--- src/rtl/core/dccpbg_pkg.sv ---
// Package for the DCC packet bit generator: sizes, codes, word layouts and structs.
// Shared by the register file, the framer and the top level; depends on nothing.
package dccpbg_pkg;

  localparam int MaxPacketBytes = 6;
  localparam int PacketLimit    = (MaxPacketBytes < 6) ? MaxPacketBytes : 6;
  localparam int PtrW           = $clog2(MaxPacketBytes);
  localparam int MsgBytes       = 6;

  localparam int InDataW  = 64;
  localparam int OutDataW = 24;
  localparam int OutUserW = 3;
  localparam int CfgAddrW = 4;
  localparam int CfgDataW = 32;

  localparam logic [7:0] SERVICE_MASK = 8'h70;
  localparam logic [7:0] IDLE_BYTE0   = 8'hFF;
  localparam logic [7:0] IDLE_BYTE1   = 8'h00;

  localparam logic [5:0]  RST_PRE_LEN = 6'd20;
  localparam logic [15:0] RST_ZERO_HP = 16'd1392;
  localparam logic [15:0] RST_ONE_HP  = 16'd696;

  typedef enum logic [5:0] {
    ST_IDLE  = 6'b000001,
    ST_PRE   = 6'b000010,
    ST_START = 6'b000100,
    ST_DATA  = 6'b001000,
    ST_XOR   = 6'b010000,
    ST_END   = 6'b100000
  } frame_state_t;

  typedef enum logic [2:0] {
    KIND_GAP   = 3'd0,
    KIND_PRE   = 3'd1,
    KIND_START = 3'd2,
    KIND_DATA  = 3'd3,
    KIND_XOR   = 3'd4,
    KIND_END   = 3'd5
  } bit_kind_t;

  typedef enum logic [1:0] {
    REG_PRE_LEN = 2'd0,
    REG_ZERO_HP = 2'd1,
    REG_ONE_HP  = 2'd2
  } reg_idx_t;

  typedef struct packed {
    logic [5:0]  pre_len;
    logic [15:0] zero_hp;
    logic [15:0] one_hp;
  } cfg_t;

  typedef struct packed {
    logic                     prog_on;
    logic                     msg_valid;
    logic [2:0]               msg_size;
    logic [7:0]               msg_repeats;
    logic [MsgBytes-1:0][7:0] msg_bytes;
  } in_item_t;

  typedef struct packed {
    logic        bit_value;
    logic [15:0] half_period;
    bit_kind_t   bit_kind;
    logic        msg_taken;
    logic        phase_update;
    logic        service_mode;
  } result_t;

  function automatic in_item_t unpack_item(input logic [InDataW-1:0] d);
    in_item_t it;
    it.prog_on     = d[0];
    it.msg_valid   = d[1];
    it.msg_size    = d[4:2];
    it.msg_repeats = d[12:5];
    for (int i = 0; i < MsgBytes; i++) begin
      it.msg_bytes[i] = d[13 + 8*i +: 8];
    end
    return it;
  endfunction

endpackage

--- src/rtl/core/dccpbg_cfg_regs.sv ---
// Configuration register file of the DCC packet bit generator behind an APB-style port.
// Holds preamble length and both half periods; depends on dccpbg_pkg.
module dccpbg_cfg_regs (
  input  logic                          clk,
  input  logic                          rst_n,
  input  logic                          psel,
  input  logic                          penable,
  input  logic                          pwrite,
  input  logic [dccpbg_pkg::CfgAddrW-1:0] paddr,
  input  logic [dccpbg_pkg::CfgDataW-1:0] pwdata,
  output logic [dccpbg_pkg::CfgDataW-1:0] prdata,
  output logic                          pready,
  output dccpbg_pkg::cfg_t              cfg
);
  import dccpbg_pkg::*;

  logic [5:0]  pre_len_r;
  logic [15:0] zero_hp_r;
  logic [15:0] one_hp_r;
  logic        wr_en;
  reg_idx_t    idx;

  assign pready = 1'b1;
  assign wr_en  = psel & penable & pwrite & pready;
  assign idx    = reg_idx_t'(paddr[3:2]);

  always_ff @(posedge clk) begin
    if (!rst_n) begin
      pre_len_r <= RST_PRE_LEN;
      zero_hp_r <= RST_ZERO_HP;
      one_hp_r  <= RST_ONE_HP;
    end else if (wr_en) begin
      unique case (idx)
        REG_PRE_LEN: pre_len_r <= pwdata[5:0];
        REG_ZERO_HP: zero_hp_r <= pwdata[15:0];
        REG_ONE_HP:  one_hp_r  <= pwdata[15:0];
        default: ;
      endcase
    end
  end

  always_comb begin
    unique case (idx)
      REG_PRE_LEN: prdata = {26'd0, pre_len_r};
      REG_ZERO_HP: prdata = {16'd0, zero_hp_r};
      REG_ONE_HP:  prdata = {16'd0, one_hp_r};
      default:     prdata = '0;
    endcase
  end

  assign cfg = {pre_len_r, zero_hp_r, one_hp_r};

endmodule

--- src/rtl/core/dccpbg_framer.sv ---
// Framing machine of the DCC packet bit generator: packet store, counters and bit result.
// Advances once per accepted tick word; depends on dccpbg_pkg.
module dccpbg_framer (
  input  logic                 clk,
  input  logic                 rst_n,
  input  logic                 advance,
  input  dccpbg_pkg::in_item_t item,
  input  dccpbg_pkg::cfg_t     cfg,
  output dccpbg_pkg::result_t  res
);
  import dccpbg_pkg::*;

  frame_state_t    state_r, state_nxt;
  logic [7:0]      rep_cnt_r, rep_cnt_nxt;
  logic [5:0]      bits_left_r, bits_left_nxt;
  logic [2:0]      bytes_left_r, bytes_left_nxt;
  logic [PtrW-1:0] byte_ptr_r, byte_ptr_nxt;
  logic [7:0]      chk_r, chk_nxt;
  logic [7:0]      shift_r, shift_nxt;
  logic [2:0]      pkt_len_r, pkt_len_nxt;
  logic            last_bit_r;
  logic [7:0]      store_r [MaxPacketBytes];

  logic            load;
  logic            use_msg;
  logic [2:0]      size_clamp;
  logic [7:0]      rep_base;
  logic [7:0]      rd_byte;
  logic [15:0]     hp_raw;

  assign rd_byte    = store_r[byte_ptr_r];
  assign size_clamp = (item.msg_size > 3'(PacketLimit)) ? 3'(PacketLimit) : item.msg_size;

  always_comb begin
    state_nxt      = state_r;
    rep_cnt_nxt    = rep_cnt_r;
    bits_left_nxt  = bits_left_r;
    bytes_left_nxt = bytes_left_r;
    byte_ptr_nxt   = byte_ptr_r;
    chk_nxt        = chk_r;
    shift_nxt      = shift_r;
    pkt_len_nxt    = pkt_len_r;
    load           = 1'b0;
    use_msg        = 1'b0;
    rep_base       = rep_cnt_r;
    res.bit_value    = last_bit_r;
    res.bit_kind     = KIND_GAP;
    res.msg_taken    = 1'b0;
    res.phase_update = 1'b0;
    res.service_mode = 1'b0;
    unique case (state_r)
      ST_IDLE: begin
        if (rep_cnt_r == 8'd0) begin
          load = 1'b1;
          if (item.prog_on) begin
            res.phase_update = 1'b1;
            if (item.msg_valid) begin
              use_msg          = 1'b1;
              res.msg_taken    = 1'b1;
              res.service_mode = (item.msg_bytes[0] & SERVICE_MASK) == SERVICE_MASK;
            end
          end
          if (use_msg) begin
            pkt_len_nxt = size_clamp;
            rep_base    = (item.msg_repeats == 8'd0) ? 8'd1 : item.msg_repeats;
          end else begin
            pkt_len_nxt = 3'd2;
            rep_base    = 8'd1;
          end
        end
        rep_cnt_nxt    = rep_base - 8'd1;
        bytes_left_nxt = pkt_len_nxt;
        byte_ptr_nxt   = '0;
        chk_nxt        = 8'd0;
        bits_left_nxt  = (cfg.pre_len == 6'd0) ? 6'd1 : cfg.pre_len;
        state_nxt      = ST_PRE;
      end
      ST_PRE: begin
        res.bit_value = 1'b1;
        res.bit_kind  = KIND_PRE;
        bits_left_nxt = bits_left_r - 6'd1;
        if (bits_left_nxt == 6'd0) begin
          state_nxt = ST_START;
        end
      end
      ST_START: begin
        res.bit_value = 1'b0;
        res.bit_kind  = KIND_START;
        if (bytes_left_r == 3'd0) begin
          shift_nxt = chk_r;
          state_nxt = ST_XOR;
        end else begin
          bytes_left_nxt = bytes_left_r - 3'd1;
          shift_nxt      = rd_byte;
          byte_ptr_nxt   = byte_ptr_r + PtrW'(1);
          chk_nxt        = chk_r ^ rd_byte;
          state_nxt      = ST_DATA;
        end
        bits_left_nxt = 6'd8;
      end
      ST_DATA, ST_XOR: begin
        res.bit_value = shift_r[7];
        res.bit_kind  = (state_r == ST_DATA) ? KIND_DATA : KIND_XOR;
        shift_nxt     = {shift_r[6:0], 1'b0};
        bits_left_nxt = bits_left_r - 6'd1;
        if (bits_left_nxt == 6'd0) begin
          state_nxt = (state_r == ST_DATA) ? ST_START : ST_END;
        end
      end
      ST_END: begin
        res.bit_value = 1'b1;
        res.bit_kind  = KIND_END;
        state_nxt     = ST_IDLE;
      end
      default: state_nxt = ST_IDLE;
    endcase
    hp_raw          = res.bit_value ? cfg.one_hp : cfg.zero_hp;
    res.half_period = (hp_raw == 16'd0) ? 16'd1 : hp_raw;
  end

  always_ff @(posedge clk) begin
    if (!rst_n) begin
      state_r      <= ST_IDLE;
      rep_cnt_r    <= 8'd0;
      bits_left_r  <= 6'd0;
      bytes_left_r <= 3'd0;
      byte_ptr_r   <= '0;
      chk_r        <= 8'd0;
      shift_r      <= 8'd0;
      pkt_len_r    <= 3'd0;
      last_bit_r   <= 1'b1;
    end else if (advance) begin
      state_r      <= state_nxt;
      rep_cnt_r    <= rep_cnt_nxt;
      bits_left_r  <= bits_left_nxt;
      bytes_left_r <= bytes_left_nxt;
      byte_ptr_r   <= byte_ptr_nxt;
      chk_r        <= chk_nxt;
      shift_r      <= shift_nxt;
      pkt_len_r    <= pkt_len_nxt;
      last_bit_r   <= res.bit_value;
    end
  end

  always_ff @(posedge clk) begin
    if (advance && load) begin
      if (use_msg) begin
        for (int i = 0; i < PacketLimit; i++) begin
          if (3'(i) < size_clamp) begin
            store_r[i] <= item.msg_bytes[i];
          end
        end
      end else begin
        store_r[0] <= IDLE_BYTE0;
        store_r[1] <= IDLE_BYTE1;
      end
    end
  end

endmodule

--- src/rtl/core/dcc_packet_bit_generator_unit.sv ---
// DCC packet bit generator: each tick word in yields one DCC bit word out, one word per cycle.
// The framer advances on every accepted tick and its result is held in an output register
// until taken. The block takes a new word every cycle while the output register is empty or
// being drained, so throughput is one bit slot per cycle. A packet is a preamble of ones,
// start bit plus eight data bits per byte MSB first, start bit, XOR checksum and a closing
// one, followed by one gap slot that repeats the last bit and, when no repeats remain, loads
// the next packet (queued packet if programming is on and one waits, else idle FF 00).
// Depends on dccpbg_pkg, dccpbg_cfg_regs and dccpbg_framer.
module dcc_packet_bit_generator_unit (
  input  logic                            clk,
  input  logic                            rst_n,
  // prog_on, msg_valid, msg_size[3], msg_repeats[8], msg_byte0..msg_byte5[8 each], pad
  input  logic [dccpbg_pkg::InDataW-1:0]  in_tdata,
  input  logic                            in_tvalid,
  output logic                            in_tready,
  // bit_value, half_period[16], msg_taken, phase_update, service_mode, pad
  output logic [dccpbg_pkg::OutDataW-1:0] out_tdata,
  // bit_kind[3]
  output logic [dccpbg_pkg::OutUserW-1:0] out_tuser,
  output logic                            out_tvalid,
  input  logic                            out_tready,
  input  logic                            cfg_psel,
  input  logic                            cfg_penable,
  input  logic                            cfg_pwrite,
  input  logic [dccpbg_pkg::CfgAddrW-1:0] cfg_paddr,
  input  logic [dccpbg_pkg::CfgDataW-1:0] cfg_pwdata,
  output logic [dccpbg_pkg::CfgDataW-1:0] cfg_prdata,
  output logic                            cfg_pready
);
  import dccpbg_pkg::*;

  cfg_t     cfg;
  in_item_t item;
  result_t  res;
  result_t  res_r;
  logic     out_valid_r;
  logic     accept;

  assign item      = unpack_item(in_tdata);
  assign in_tready = ~out_valid_r | out_tready;
  assign accept    = in_tvalid & in_tready;

  dccpbg_cfg_regs u_cfg (
    .clk     (clk),
    .rst_n   (rst_n),
    .psel    (cfg_psel),
    .penable (cfg_penable),
    .pwrite  (cfg_pwrite),
    .paddr   (cfg_paddr),
    .pwdata  (cfg_pwdata),
    .prdata  (cfg_prdata),
    .pready  (cfg_pready),
    .cfg     (cfg)
  );

  dccpbg_framer u_framer (
    .clk     (clk),
    .rst_n   (rst_n),
    .advance (accept),
    .item    (item),
    .cfg     (cfg),
    .res     (res)
  );

  always_ff @(posedge clk) begin
    if (!rst_n) begin
      out_valid_r <= 1'b0;
    end else if (in_tready) begin
      out_valid_r <= in_tvalid;
    end
  end

  always_ff @(posedge clk) begin
    if (accept) begin
      res_r <= res;
    end
  end

  assign out_tvalid = out_valid_r;
  assign out_tdata  = {4'd0, res_r.service_mode, res_r.phase_update, res_r.msg_taken,
                       res_r.half_period, res_r.bit_value};
  assign out_tuser  = res_r.bit_kind;

endmodule

--- config.mk ---
export PLATFORM = sky130hd
export DESIGN_NAME = dcc_packet_bit_generator_unit
export DESIGN_NICKNAME = d
export VERILOG_FILES = /design/src/rtl/core/dccpbg_pkg.sv /design/src/rtl/core/dccpbg_cfg_regs.sv /design/src/rtl/core/dccpbg_framer.sv /design/src/rtl/core/dcc_packet_bit_generator_unit.sv
export SDC_FILE = /design/constraint.sdc
export NUM_CORES = 1
export LEC_CHECK = 0
export BUFFER_PORTS_ARGS = -buffer_cell sky130_fd_sc_hd__buf_2
export CORE_ASPECT_RATIO = 0.8
export CORE_MARGIN = 3
export CORE_UTILIZATION = 49
export DETAILED_ROUTE_END_ITERATION = 12
export PLACE_DENSITY = 0.81
export RECOVER_POWER = 25
export SYNTH_ARGS = -nofsm -noshare
export SYNTH_HDL_FRONTEND = slang
export SYNTH_SLANG_ARGS = --single-unit
--- constraint.sdc ---
create_clock -name clk -period 2.2 [get_ports clk]
set_input_delay 0.44 -clock clk [delete_from_list [all_inputs] [get_ports clk]]
set_output_delay 0.44 -clock clk [all_outputs]
set_load 0.02 [all_outputs]
==> run_results.csv, run 1 <==
group,metric,value,unit
run_status,outcome,"completed",
placement,place.port_buffers,126,
power_and_ir_drop,peakVddDrop,671,uV
sta,timing.slew.headroom,0.421,
run,maxCapViolations,0,
setup_path,timing.critical_path.max_delay_family,"simple AND/OR/NAND/NOR gates",
layout,layout.core_utilization,0.627,
setup_path,endpoint_kind,"register",
global_route,grt_util_met3,0.0500,
synthesis,synth_async_sr_flop_share,0,
global_route,grt_first_pass_wirelength,30000,um
synthesis,synth-seq-cells,159,
global_route,grtUsageMet1,0.318,
floorplanning,floorplan.die_area,16900,um2
power_and_ir_drop,leakage,3.73,nW
global_route,globalRouteMet2Util,0.358,
clocking,cts-htree-levels,4,
global_route,groute.usage.overall,0.228,
setup_path,critical-path-slowest-cell,"sky130_fd_sc_hd__or4_4",
routing,antenna_violating_nets_post_route,0,
layout,nets,1017,
global_route,via_count_of_the_first_global_routing_pass,5900,
setup_path,critical_path_cell_by_cell,"or4_4 -> nor2_8 -> o211ai_4 -> or3_1 -> a21oi_1",
synthesis,synthCells,744,
floorplanning,fp.coreArea,14700,um2
placement,placedInstanceArea,8560,um2
setup_path,critical_path_class,"register to register",
sta,period_share,0.982,
sta,grt_setup_unrepaired,"yes",
clocking,cts.sinks,159,
sta,final.setup_skew,0.00692,ns
synthesis,syn-cell-area,7550,um2
layout,finalNonFillerCells,1122,
setup_path,crit_path_start,"u_framer.state_r[4]$_SDFFE_PN0P_",
synthesis,synth_area_per_cell,10.1,um2
clocking,cts_bufs_inserted,17,
global_route,globalRoute.totalOverflow,0,
synthesis,ys_types,69,
layout,fin_area,9210,um2
floorplanning,die_height,117,um
sta,hold_viol,0,
setup_path,cp.required,2.53,ns
setup_path,timing.rr.start,"u_framer.state_r[4]$_SDFFE_PN0P_",
floorplanning,boundaryPins,169,
routing,initialDrtViolationCount,801,
clocking,ctsHoldBuffers,0,
layout,fillers,1135,
layout,area_growth_syn_to_layout,22.1,%
setup_path,critical-path-max-stage-delay,0.59,ns
clocking,cts_tree,"built",
global_route,globalRoute.busiestLayer,"met2",
min_path,hold_class,"primary input to register",
placement,place_inst,1086,
floorplanning,initial_utilization,0.514,
setup_path,worstPathMaxFanout,13,
setup_path,timing.critical_path.buf_inv,0,
routing,route.detailed.vias_per_inst,5.61,
routing,num_vias,6300,
sta,slew_violations,0,
sta,timing_worst_slew_pin_value,0.868,ns
placement,place_congestion,0.912,
clocking,root_buffer,"sky130_fd_sc_hd__clkbuf_16",
setup_path,timing.critical_path.arrival,2.49,ns
synthesis,synth-edff-count,55,
routing,postRouteWirelength,19500,um
routing,firstDrtPassIters,6,
global_route,initial_antenna_violation_count,0,
clocking,clk_latency,0.42,ns
layout,drive_above_1_share,0.291,
floorplanning,dieWidth,145,um
setup_path,worstSetupPathDepth,5,
sta,finalWorstPathRequiredPeriod,2.16,ns
routing,drcViolationCount,0,
synthesis,ys.warnings.count,0,
sta,peak_freq,0.463,GHz
setup_path,reg2reg_depth,5,
placement,post-dp-hpwl,13700,um
sta,setup_violators_final,0,
clocking,ctsLongestPathBuffers,2,
setup_path,crit_path_start_kind,"register",
sta,setup_total_negative_slack,0,ns
setup_path,worst-r2r-setup-slack,0.04,ns
floorplanning,placementRows,39,
layout,antenna-diode-count,0,
clocking,clock_pin_transition_on_the_worst_setup_and_hold_timing_paths,0.06,ns
synthesis,synth.yosys.seq_area_share,0.495,
global_route,pin_count_of_the_biggest_net_entering_global_routing,35,
power_and_ir_drop,power_per_cell_area,872,nW/um2
routing,average_detailed_routed_wire_length_per_instance,17.4,um
synthesis,dominantRegCellSynth,"sky130_fd_sc_hd__dfxtp_1",
==> worst min path at each step <==
stage / startpoint / endpoint / slack (ns) / cells after the start
5_1_grt: in_tdata[44] / u_framer.store_r[3][7]$_DFFE_PP_ / 0.16 / 1
3_5_place_dp: u_framer.store_r[0][4]$_SDFFE_PP1P_ / u_framer.store_r[0][4]$_SDFFE_PP1P_ / 0.46 / 2
4_1_cts: in_tdata[47] / u_framer.store_r[4][2]$_DFFE_PP_ / 0.17 / 1
2_1_floorplan: u_framer.shift_r[0]$_SDFFE_PN0P_ / u_framer.shift_r[0]$_SDFFE_PN0P_ / 0.43 / 2
6_report: in_tdata[52] / u_framer.store_r[4][7]$_DFFE_PP_ / 0.19 / 1
3_3_place_gp: u_framer.shift_r[0]$_SDFFE_PN0P_ / u_framer.shift_r[0]$_SDFFE_PN0P_ / 0.44 / 2
==> routing by layer <==
metal | part of all wire | vias up
li1 | - | 2999
met1 | 0.43 | 2994
met2 | 0.48 | 281
met3 | 0.068 | 26
met4 | 0.015 | 0
met5 | 0 | -
==> registers in the layout, summed over array words and instances (netlist names), named ones only <==
| name | count |
|---|---|
| u_framer.store_r | 48 |
| out_tuser | 3 |
| u_framer.bytes_left_r | 3 |
| out_tdata | 20 |
| u_framer.chk_r | 8 |
| u_framer.state_r | 6 |
| u_framer.shift_r | 8 |
| u_framer.bits_left_r | 6 |
| u_cfg.one_hp_r | 16 |
| u_cfg.zero_hp_r | 16 |
| out_tvalid | 1 |
| u_cfg.pre_len_r | 6 |
| u_framer.rep_cnt_r | 8 |
| u_framer.last_bit_r | 1 |
| u_framer.pkt_len_r | 3 |
| u_framer.byte_ptr_r | 3 |
==> worst register-to-register path, cell delays in order, from the launching register on <==
cell	delay, ns
sky130_fd_sc_hd__dfxtp_1	0.41
sky130_fd_sc_hd__or4_4	0.59
sky130_fd_sc_hd__nor2_8	0.27
sky130_fd_sc_hd__o211ai_4	0.20
sky130_fd_sc_hd__or3_1	0.38
sky130_fd_sc_hd__a21oi_1	0.23
==> metrics by stage <==
step | worst slack, ns | power [mW] | hold WS (ns)
after CTS | 0.0182 | 8.02 | 0.173
after global routing | -0.0166 | 8.38 | 0.164
after floorplan | 0.0383 | 4.64 | 0.426
after detailed placement | -0.0965 | 5.16 | 0.458
after global placement | -0.0667 | 5.10 | 0.437
final | 0.0388 | 8.03 | 0.186
==> final cells by class <==
class | instances | area, um2 | area share
flip-flops and latches | 159 | 3730 | 0.405
multi-input cells | 529 | 3510 | 0.381
repair buffers | 183 | 1090 | 0.118
clock buffers | 18 | 429 | 0.0466
well taps | 205 | 256 | 0.0278
clock inverters | 14 | 143 | 0.0155
inverters | 14 | 52.6 | 0.00570
==> timing repair <==
action | in CTS | in global routing
buffers inserted | 0 | 4
setup endpoints to repair | 0 | 66
resized for setup | 0 | 9
==> cell families (layout without fill, tap and decap cells) <==
| group | count (synthesis) | after routing | synth area share |
|---|---|---|---|
| mux | 70 | 70 | 0.114 |
| fa+ha+maj | 6 | 6 | 0.00995 |
| compound gates | 144 | 144 | 0.134 |
| flops | 159 | 159 | 0.495 |
| buf+inv | 75 | 229 | 0.0554 |
| xor+xnor | 13 | 13 | 0.0151 |
| other cells | 2 | 21 | 0.000995 |
| simple gates | 275 | 275 | 0.175 |
==> synth_stat cells (5+ instances only) <==
library cell / number / share of area
sky130_fd_sc_hd__a21oi_1: 44 / 0.029
sky130_fd_sc_hd__nor4_1: 12 / 0.0099
sky130_fd_sc_hd__nor3b_1: 6 / 0.0060
sky130_fd_sc_hd__a221o_1: 7 / 0.0093
sky130_fd_sc_hd__nand2_1: 108 / 0.054
sky130_fd_sc_hd__mux4_2: 8 / 0.024
sky130_fd_sc_hd__or3_1: 6 / 0.0050
sky130_fd_sc_hd__buf_2: 10 / 0.0066
sky130_fd_sc_hd__o31ai_1: 6 / 0.0060
sky130_fd_sc_hd__a22o_1: 10 / 0.012
sky130_fd_sc_hd__xor2_1: 10 / 0.012
sky130_fd_sc_hd__nor3_1: 15 / 0.0099
sky130_fd_sc_hd__mux2_2: 26 / 0.039
sky130_fd_sc_hd__o2111ai_1: 6 / 0.0070
sky130_fd_sc_hd__o21ai_0: 26 / 0.017
sky130_fd_sc_hd__mux2i_1: 30 / 0.040
sky130_fd_sc_hd__a211oi_1: 8 / 0.0080
sky130_fd_sc_hd__dfxtp_1: 104 / 0.28
sky130_fd_sc_hd__nor2_1: 67 / 0.033
sky130_fd_sc_hd__edfxtp_1: 55 / 0.22
sky130_fd_sc_hd__nand2b_1: 6 / 0.0050
sky130_fd_sc_hd__buf_4: 24 / 0.024
sky130_fd_sc_hd__clkbuf_1: 22 / 0.011
sky130_fd_sc_hd__ha_1: 6 / 0.0099
sky130_fd_sc_hd__nand3_1: 17 / 0.011
sky130_fd_sc_hd__inv_1: 13 / 0.0065
sky130_fd_sc_hd__mux2_4: 6 / 0.012
sky130_fd_sc_hd__a31oi_1: 5 / 0.0041
sky130_fd_sc_hd__and3_1: 6 / 0.0050
sky130_fd_sc_hd__nand4_1: 7 / 0.0058
==> placed cells by master, fill, tap and decap left out, types with 10 or more instances in the layout <==
| cell type | count |
|---|---|
| sky130_fd_sc_hd__buf_2 | 123 |
| sky130_fd_sc_hd__nand2_1 | 108 |
| sky130_fd_sc_hd__dfxtp_1 | 104 |
| sky130_fd_sc_hd__nor2_1 | 67 |
| sky130_fd_sc_hd__edfxtp_1 | 55 |
| sky130_fd_sc_hd__buf_4 | 53 |
| sky130_fd_sc_hd__a21oi_1 | 44 |
| sky130_fd_sc_hd__mux2i_1 | 30 |
| sky130_fd_sc_hd__o21ai_0 | 26 |
| sky130_fd_sc_hd__mux2_2 | 26 |
| sky130_fd_sc_hd__conb_1 | 21 |
| sky130_fd_sc_hd__clkbuf_16 | 17 |
| sky130_fd_sc_hd__nand3_1 | 16 |
| sky130_fd_sc_hd__inv_1 | 13 |
| sky130_fd_sc_hd__nor3_1 | 12 |
| sky130_fd_sc_hd__nor4_1 | 12 |
| sky130_fd_sc_hd__xor2_1 | 10 |
| sky130_fd_sc_hd__a22o_1 | 10 |
==> power by group <==
part           total, mW  switching [mW]  internal (mW)
Sequential          3.47           0.167           3.30
Combinational       1.72           0.962          0.754
Clock               2.85            1.18           1.66
Total               8.03            2.31           5.72
No activity file was read; power rests on OpenSTA's default activity.
==> inputs of run 2 (changes only) <==
- ABC_AREA: not set -> 1
- PLACE_DENSITY: 0.81 -> 0.82
==> run 2 against run 1 <==
  * Synthesized area shrank 3.6%
  * Register-to-register slack gained 0.13 ns
  * Hold slack lost 0.0029 ns
  * Via count grew 5.0%
  * Fmax grew 6.2%
  * Design area shrank 4.1%
  * Critical path type unchanged
  * First-iteration DRC count shrank 25%
  * Largest cell class unchanged
  * Clock power grew 6%
  * Critical path depth grew 5
  * Die area shrank 3.5%
  * Global-route usage grew 0.060 points
  * Setup slack gained 0.13 ns
==> run_results.csv, run 2 <==
group,metric,value,unit
synthesis,synth_async_sr_flop_share,0,
synthesis,netlist.top_cell.by_area,"sky130_fd_sc_hd__dfxtp_1",
clocking,cts_bufs_inserted,17,
clocking,cts.sinks,159,
layout,seqCellArea,3730,um2
layout,mostFrequentLayoutCell,"sky130_fd_sc_hd__nand2_1",
sta,peak_freq,0.491,GHz
setup_path,critical_path_cell_by_cell,"nor2_4 -> nand4_2 -> nor2_1 -> nand2_1 -> nor2_2 -> inv_2 -> a21oi_4 -> inv_2 -> a21oi_2 -> buf_4",
clocking,root_buffer,"sky130_fd_sc_hd__clkbuf_16",
sta,finalWorstSetupSlack,0.165,ns
power_and_ir_drop,power_per_cell_area,889,nW/um2
layout,layout.core_utilization,0.614,
routing,firstDrtPassIters,5,
setup_path,critical-path-max-stage-delay,0.37,ns
sta,final.setup_skew,0.00895,ns
synthesis,dominantRegCellSynth,"sky130_fd_sc_hd__dfxtp_1",
sta,period_share,0.925,
clocking,ctsHoldBuffers,0,
power_and_ir_drop,peakVddDrop,505,uV
synthesis,synth-edff-count,55,
global_route,grt_first_pass_wirelength,29900,um
synthesis,syn-cell-area,7270,um2
setup_path,timing.critical_path.arrival,2.17,ns
setup_path,critical-path-slowest-cell,"sky130_fd_sc_hd__dfxtp_1",
floorplanning,placementRows,39,
layout,largest-register,"u_framer.store_r",
layout,fin_area,8840,um2
sta,hold_viol,0,
sta,timing_worst_slew_pin_value,0.574,ns
synthesis,netlist.area_leader.share,0.286,
setup_path,worstPathMaxFanout,8,
global_route,initial_antenna_violation_count,0,
synthesis,synth-seq-cells,159,
synthesis,ys_types,43,
placement,detailedPlace.worstSlack,0.119,ns
routing,postRouteWirelength,18600,um
synthesis,cell_types_with_the_largest_area_share_after_synthesis,"sky130_fd_sc_hd__dfxtp_1 (29%), sky130_fd_sc_hd__edfxtp_1 (23%), sky130_fd_sc_hd__nand2_1 (8.4%)",
min_path,hold_class,"primary input to register",
floorplanning,floorplan.die_area,16300,um2
synthesis,ys.warnings.count,0,
global_route,via_count_of_the_first_global_routing_pass,6100,
global_route,pin_count_of_the_biggest_net_entering_global_routing,62,
clocking,clock_pin_transition_on_the_worst_setup_and_hold_timing_paths,0.06,ns
setup_path,cp_common_cell,"sky130_fd_sc_hd__inv_2",
routing,route.detailed.vias_per_inst,5.37,
sta,timing.slew.headroom,0.616,
placement,place_congestion,0.901,
layout,nets,1148,
layout,fillers,1214,
floorplanning,die_height,115,um
placement,place.port_buffers,126,
placement,post-dp-hpwl,13500,um
run,maxCapViolations,0,
setup_path,endpoint_kind,"register",
power_and_ir_drop,finalPower,7.85,mW
routing,antenna_violating_nets_post_route,0,
routing,average_detailed_routed_wire_length_per_instance,15.1,um
placement,placedInstanceArea,8240,um2
run_status,outcome,"completed",
clocking,ctsLongestPathBuffers,2,
clocking,cts_tree,"built",
clocking,clk_latency,0.43,ns
synthesis,synth.yosys.seq_area_share,0.513,
floorplanning,boundaryPins,169,
routing,drcViolationCount,0,
synthesis,yosys.cell_count.top_type,"sky130_fd_sc_hd__nand2_1",
setup_path,timing.rr.start,"u_framer.state_r[2]$_SDFFE_PN0P_",
sta,post_route_worst_hold_slack,0.183,ns
layout,drive_above_1_share,0.201,
global_route,groute.usage.overall,0.228,
layout,area_of_the_multi_input_gates,3000,um2
floorplanning,dieWidth,142,um
min_path,holdCritStartpoint,"in_tdata[49]",
global_route,globalRoute.totalOverflow,0,
synthesis,netlist_top_cells_count,"sky130_fd_sc_hd__nand2_1 (162), sky130_fd_sc_hd__nor2_1 (114), sky130_fd_sc_hd__dfxtp_1 (104), sky130_fd_sc_hd__o21ai_0 (96), sky130_fd_sc_hd__inv_1 (82)",
sta,setup_violators_final,0,
synthesis,synth_area_per_cell,8.24,um2
sta,finalWorstPathRequiredPeriod,2.04,ns
floorplanning,initial_utilization,0.505,
floorplanning,fp.coreArea,14400,um2
setup_path,crit_path_start_kind,"register",
routing,num_vias,6614,
layout,antenna-diode-count,0,
setup_path,cp.required,2.33,ns
layout,largest_register_ffs,48,
setup_path,crit_path_start,"u_framer.state_r[2]$_SDFFE_PN0P_",
synthesis,synthCells,882,
power_and_ir_drop,leakage,4.00,nW
sta,slew_violations,0,
layout,commonest_cells_after_routing_fill_and_taps_aside,"sky130_fd_sc_hd__nand2_1 (162), sky130_fd_sc_hd__nor2_1 (113), sky130_fd_sc_hd__buf_2 (112)",
setup_path,critical_path_class,"register to register",
clocking,cts-htree-levels,4,
layout,area_growth_syn_to_layout,21.5,%
routing,initialDrtViolationCount,602,
==> run 2: cell count changes after synthesis, moves of 26 or more <==
cell                      change
sky130_fd_sc_hd__mux2_2      -26
sky130_fd_sc_hd__a21oi_1     +29
sky130_fd_sc_hd__nand2_1     +54
sky130_fd_sc_hd__nor2_1      +47
sky130_fd_sc_hd__mux2i_1     -30
sky130_fd_sc_hd__inv_1       +69
sky130_fd_sc_hd__o21ai_0     +70
==> run 2: logic make-up after synthesis <==
family | count (synthesis) | synth area share
AND/OR/NAND/NOR | 337 | 0.196
AO/OA/AOI/OAI | 231 | 0.186
flip-flops | 159 | 0.513
buffers and inverters | 141 | 0.0864
XOR/XNOR | 6 | 0.00723
adder cells (fa/ha/maj) | 6 | 0.0103
other | 2 | 0.00103
==> run 2: critical path: cells and delay by family, from the launching register on <==
| kind | cells | cell delay (ns) |
|---|---|---|
| buffers and inverters | 3 | 0.31 |
| AOI/OAI and AO/OA | 2 | 0.22 |
| DFF | 1 | 0.37 |
| and+or+nand+nor | 5 | 0.84 |
==> run 2: final timing paths <==
path	end	slack (ns)	depth (start not counted)
min reg2reg	u_framer.byte_ptr_r[2]$_SDFFE_PN0P_	0.45	1
max reg2reg	u_framer.store_r[2][6]$_DFFE_PP_	0.16	10
min	u_framer.store_r[4][4]$_DFFE_PP_	0.18	1
max	u_framer.store_r[2][6]$_DFFE_PP_	0.16	10
==> run 2: cell type report <==
class / instances / area share
Sequential cell: 159 / 0.422
Multi-Input combinational cell: 601 / 0.340
Timing Repair Buffer: 167 / 0.105
Clock buffer: 18 / 0.0497
Inverter: 89 / 0.0381
Tap cell: 184 / 0.0260
Clock inverter: 14 / 0.0187
==> run 2: per-stage QoR <==
stage	instances	setup TNS, ns
floorplan	901	0
global placement	1199	0
detailed placement	1199	0
CTS	1231	0
global route	1232	-0.0903
finish	1232	0
==> run 2: what timing repair did <==
item	4_1_cts	5_1_grt
endpoints found under the setup margin	0	10
gates resized for setup	0	3
buffers inserted	0	1
==> run 2: power breakdown <==
part | switching [mW] | leakage [nW] | total [mW] | internal (mW)
clock network | 1.20 | 0.286 | 3.01 | 1.81
registers | 0.139 | 1.35 | 3.43 | 3.29
logic | 0.884 | 2.36 | 1.42 | 0.535
total | 2.22 | 4.00 | 7.85 | 5.63
==> run 2: per-layer routing <==
metal  global-route usage  share of wire  vias to the layer above
met5                    0              0                        -
met1                0.333           0.46                     3073
met3               0.0407          0.075                       20
met2                0.351           0.46                      281
li1                     -              -                     3240
met4               0.0652          0.011                        0
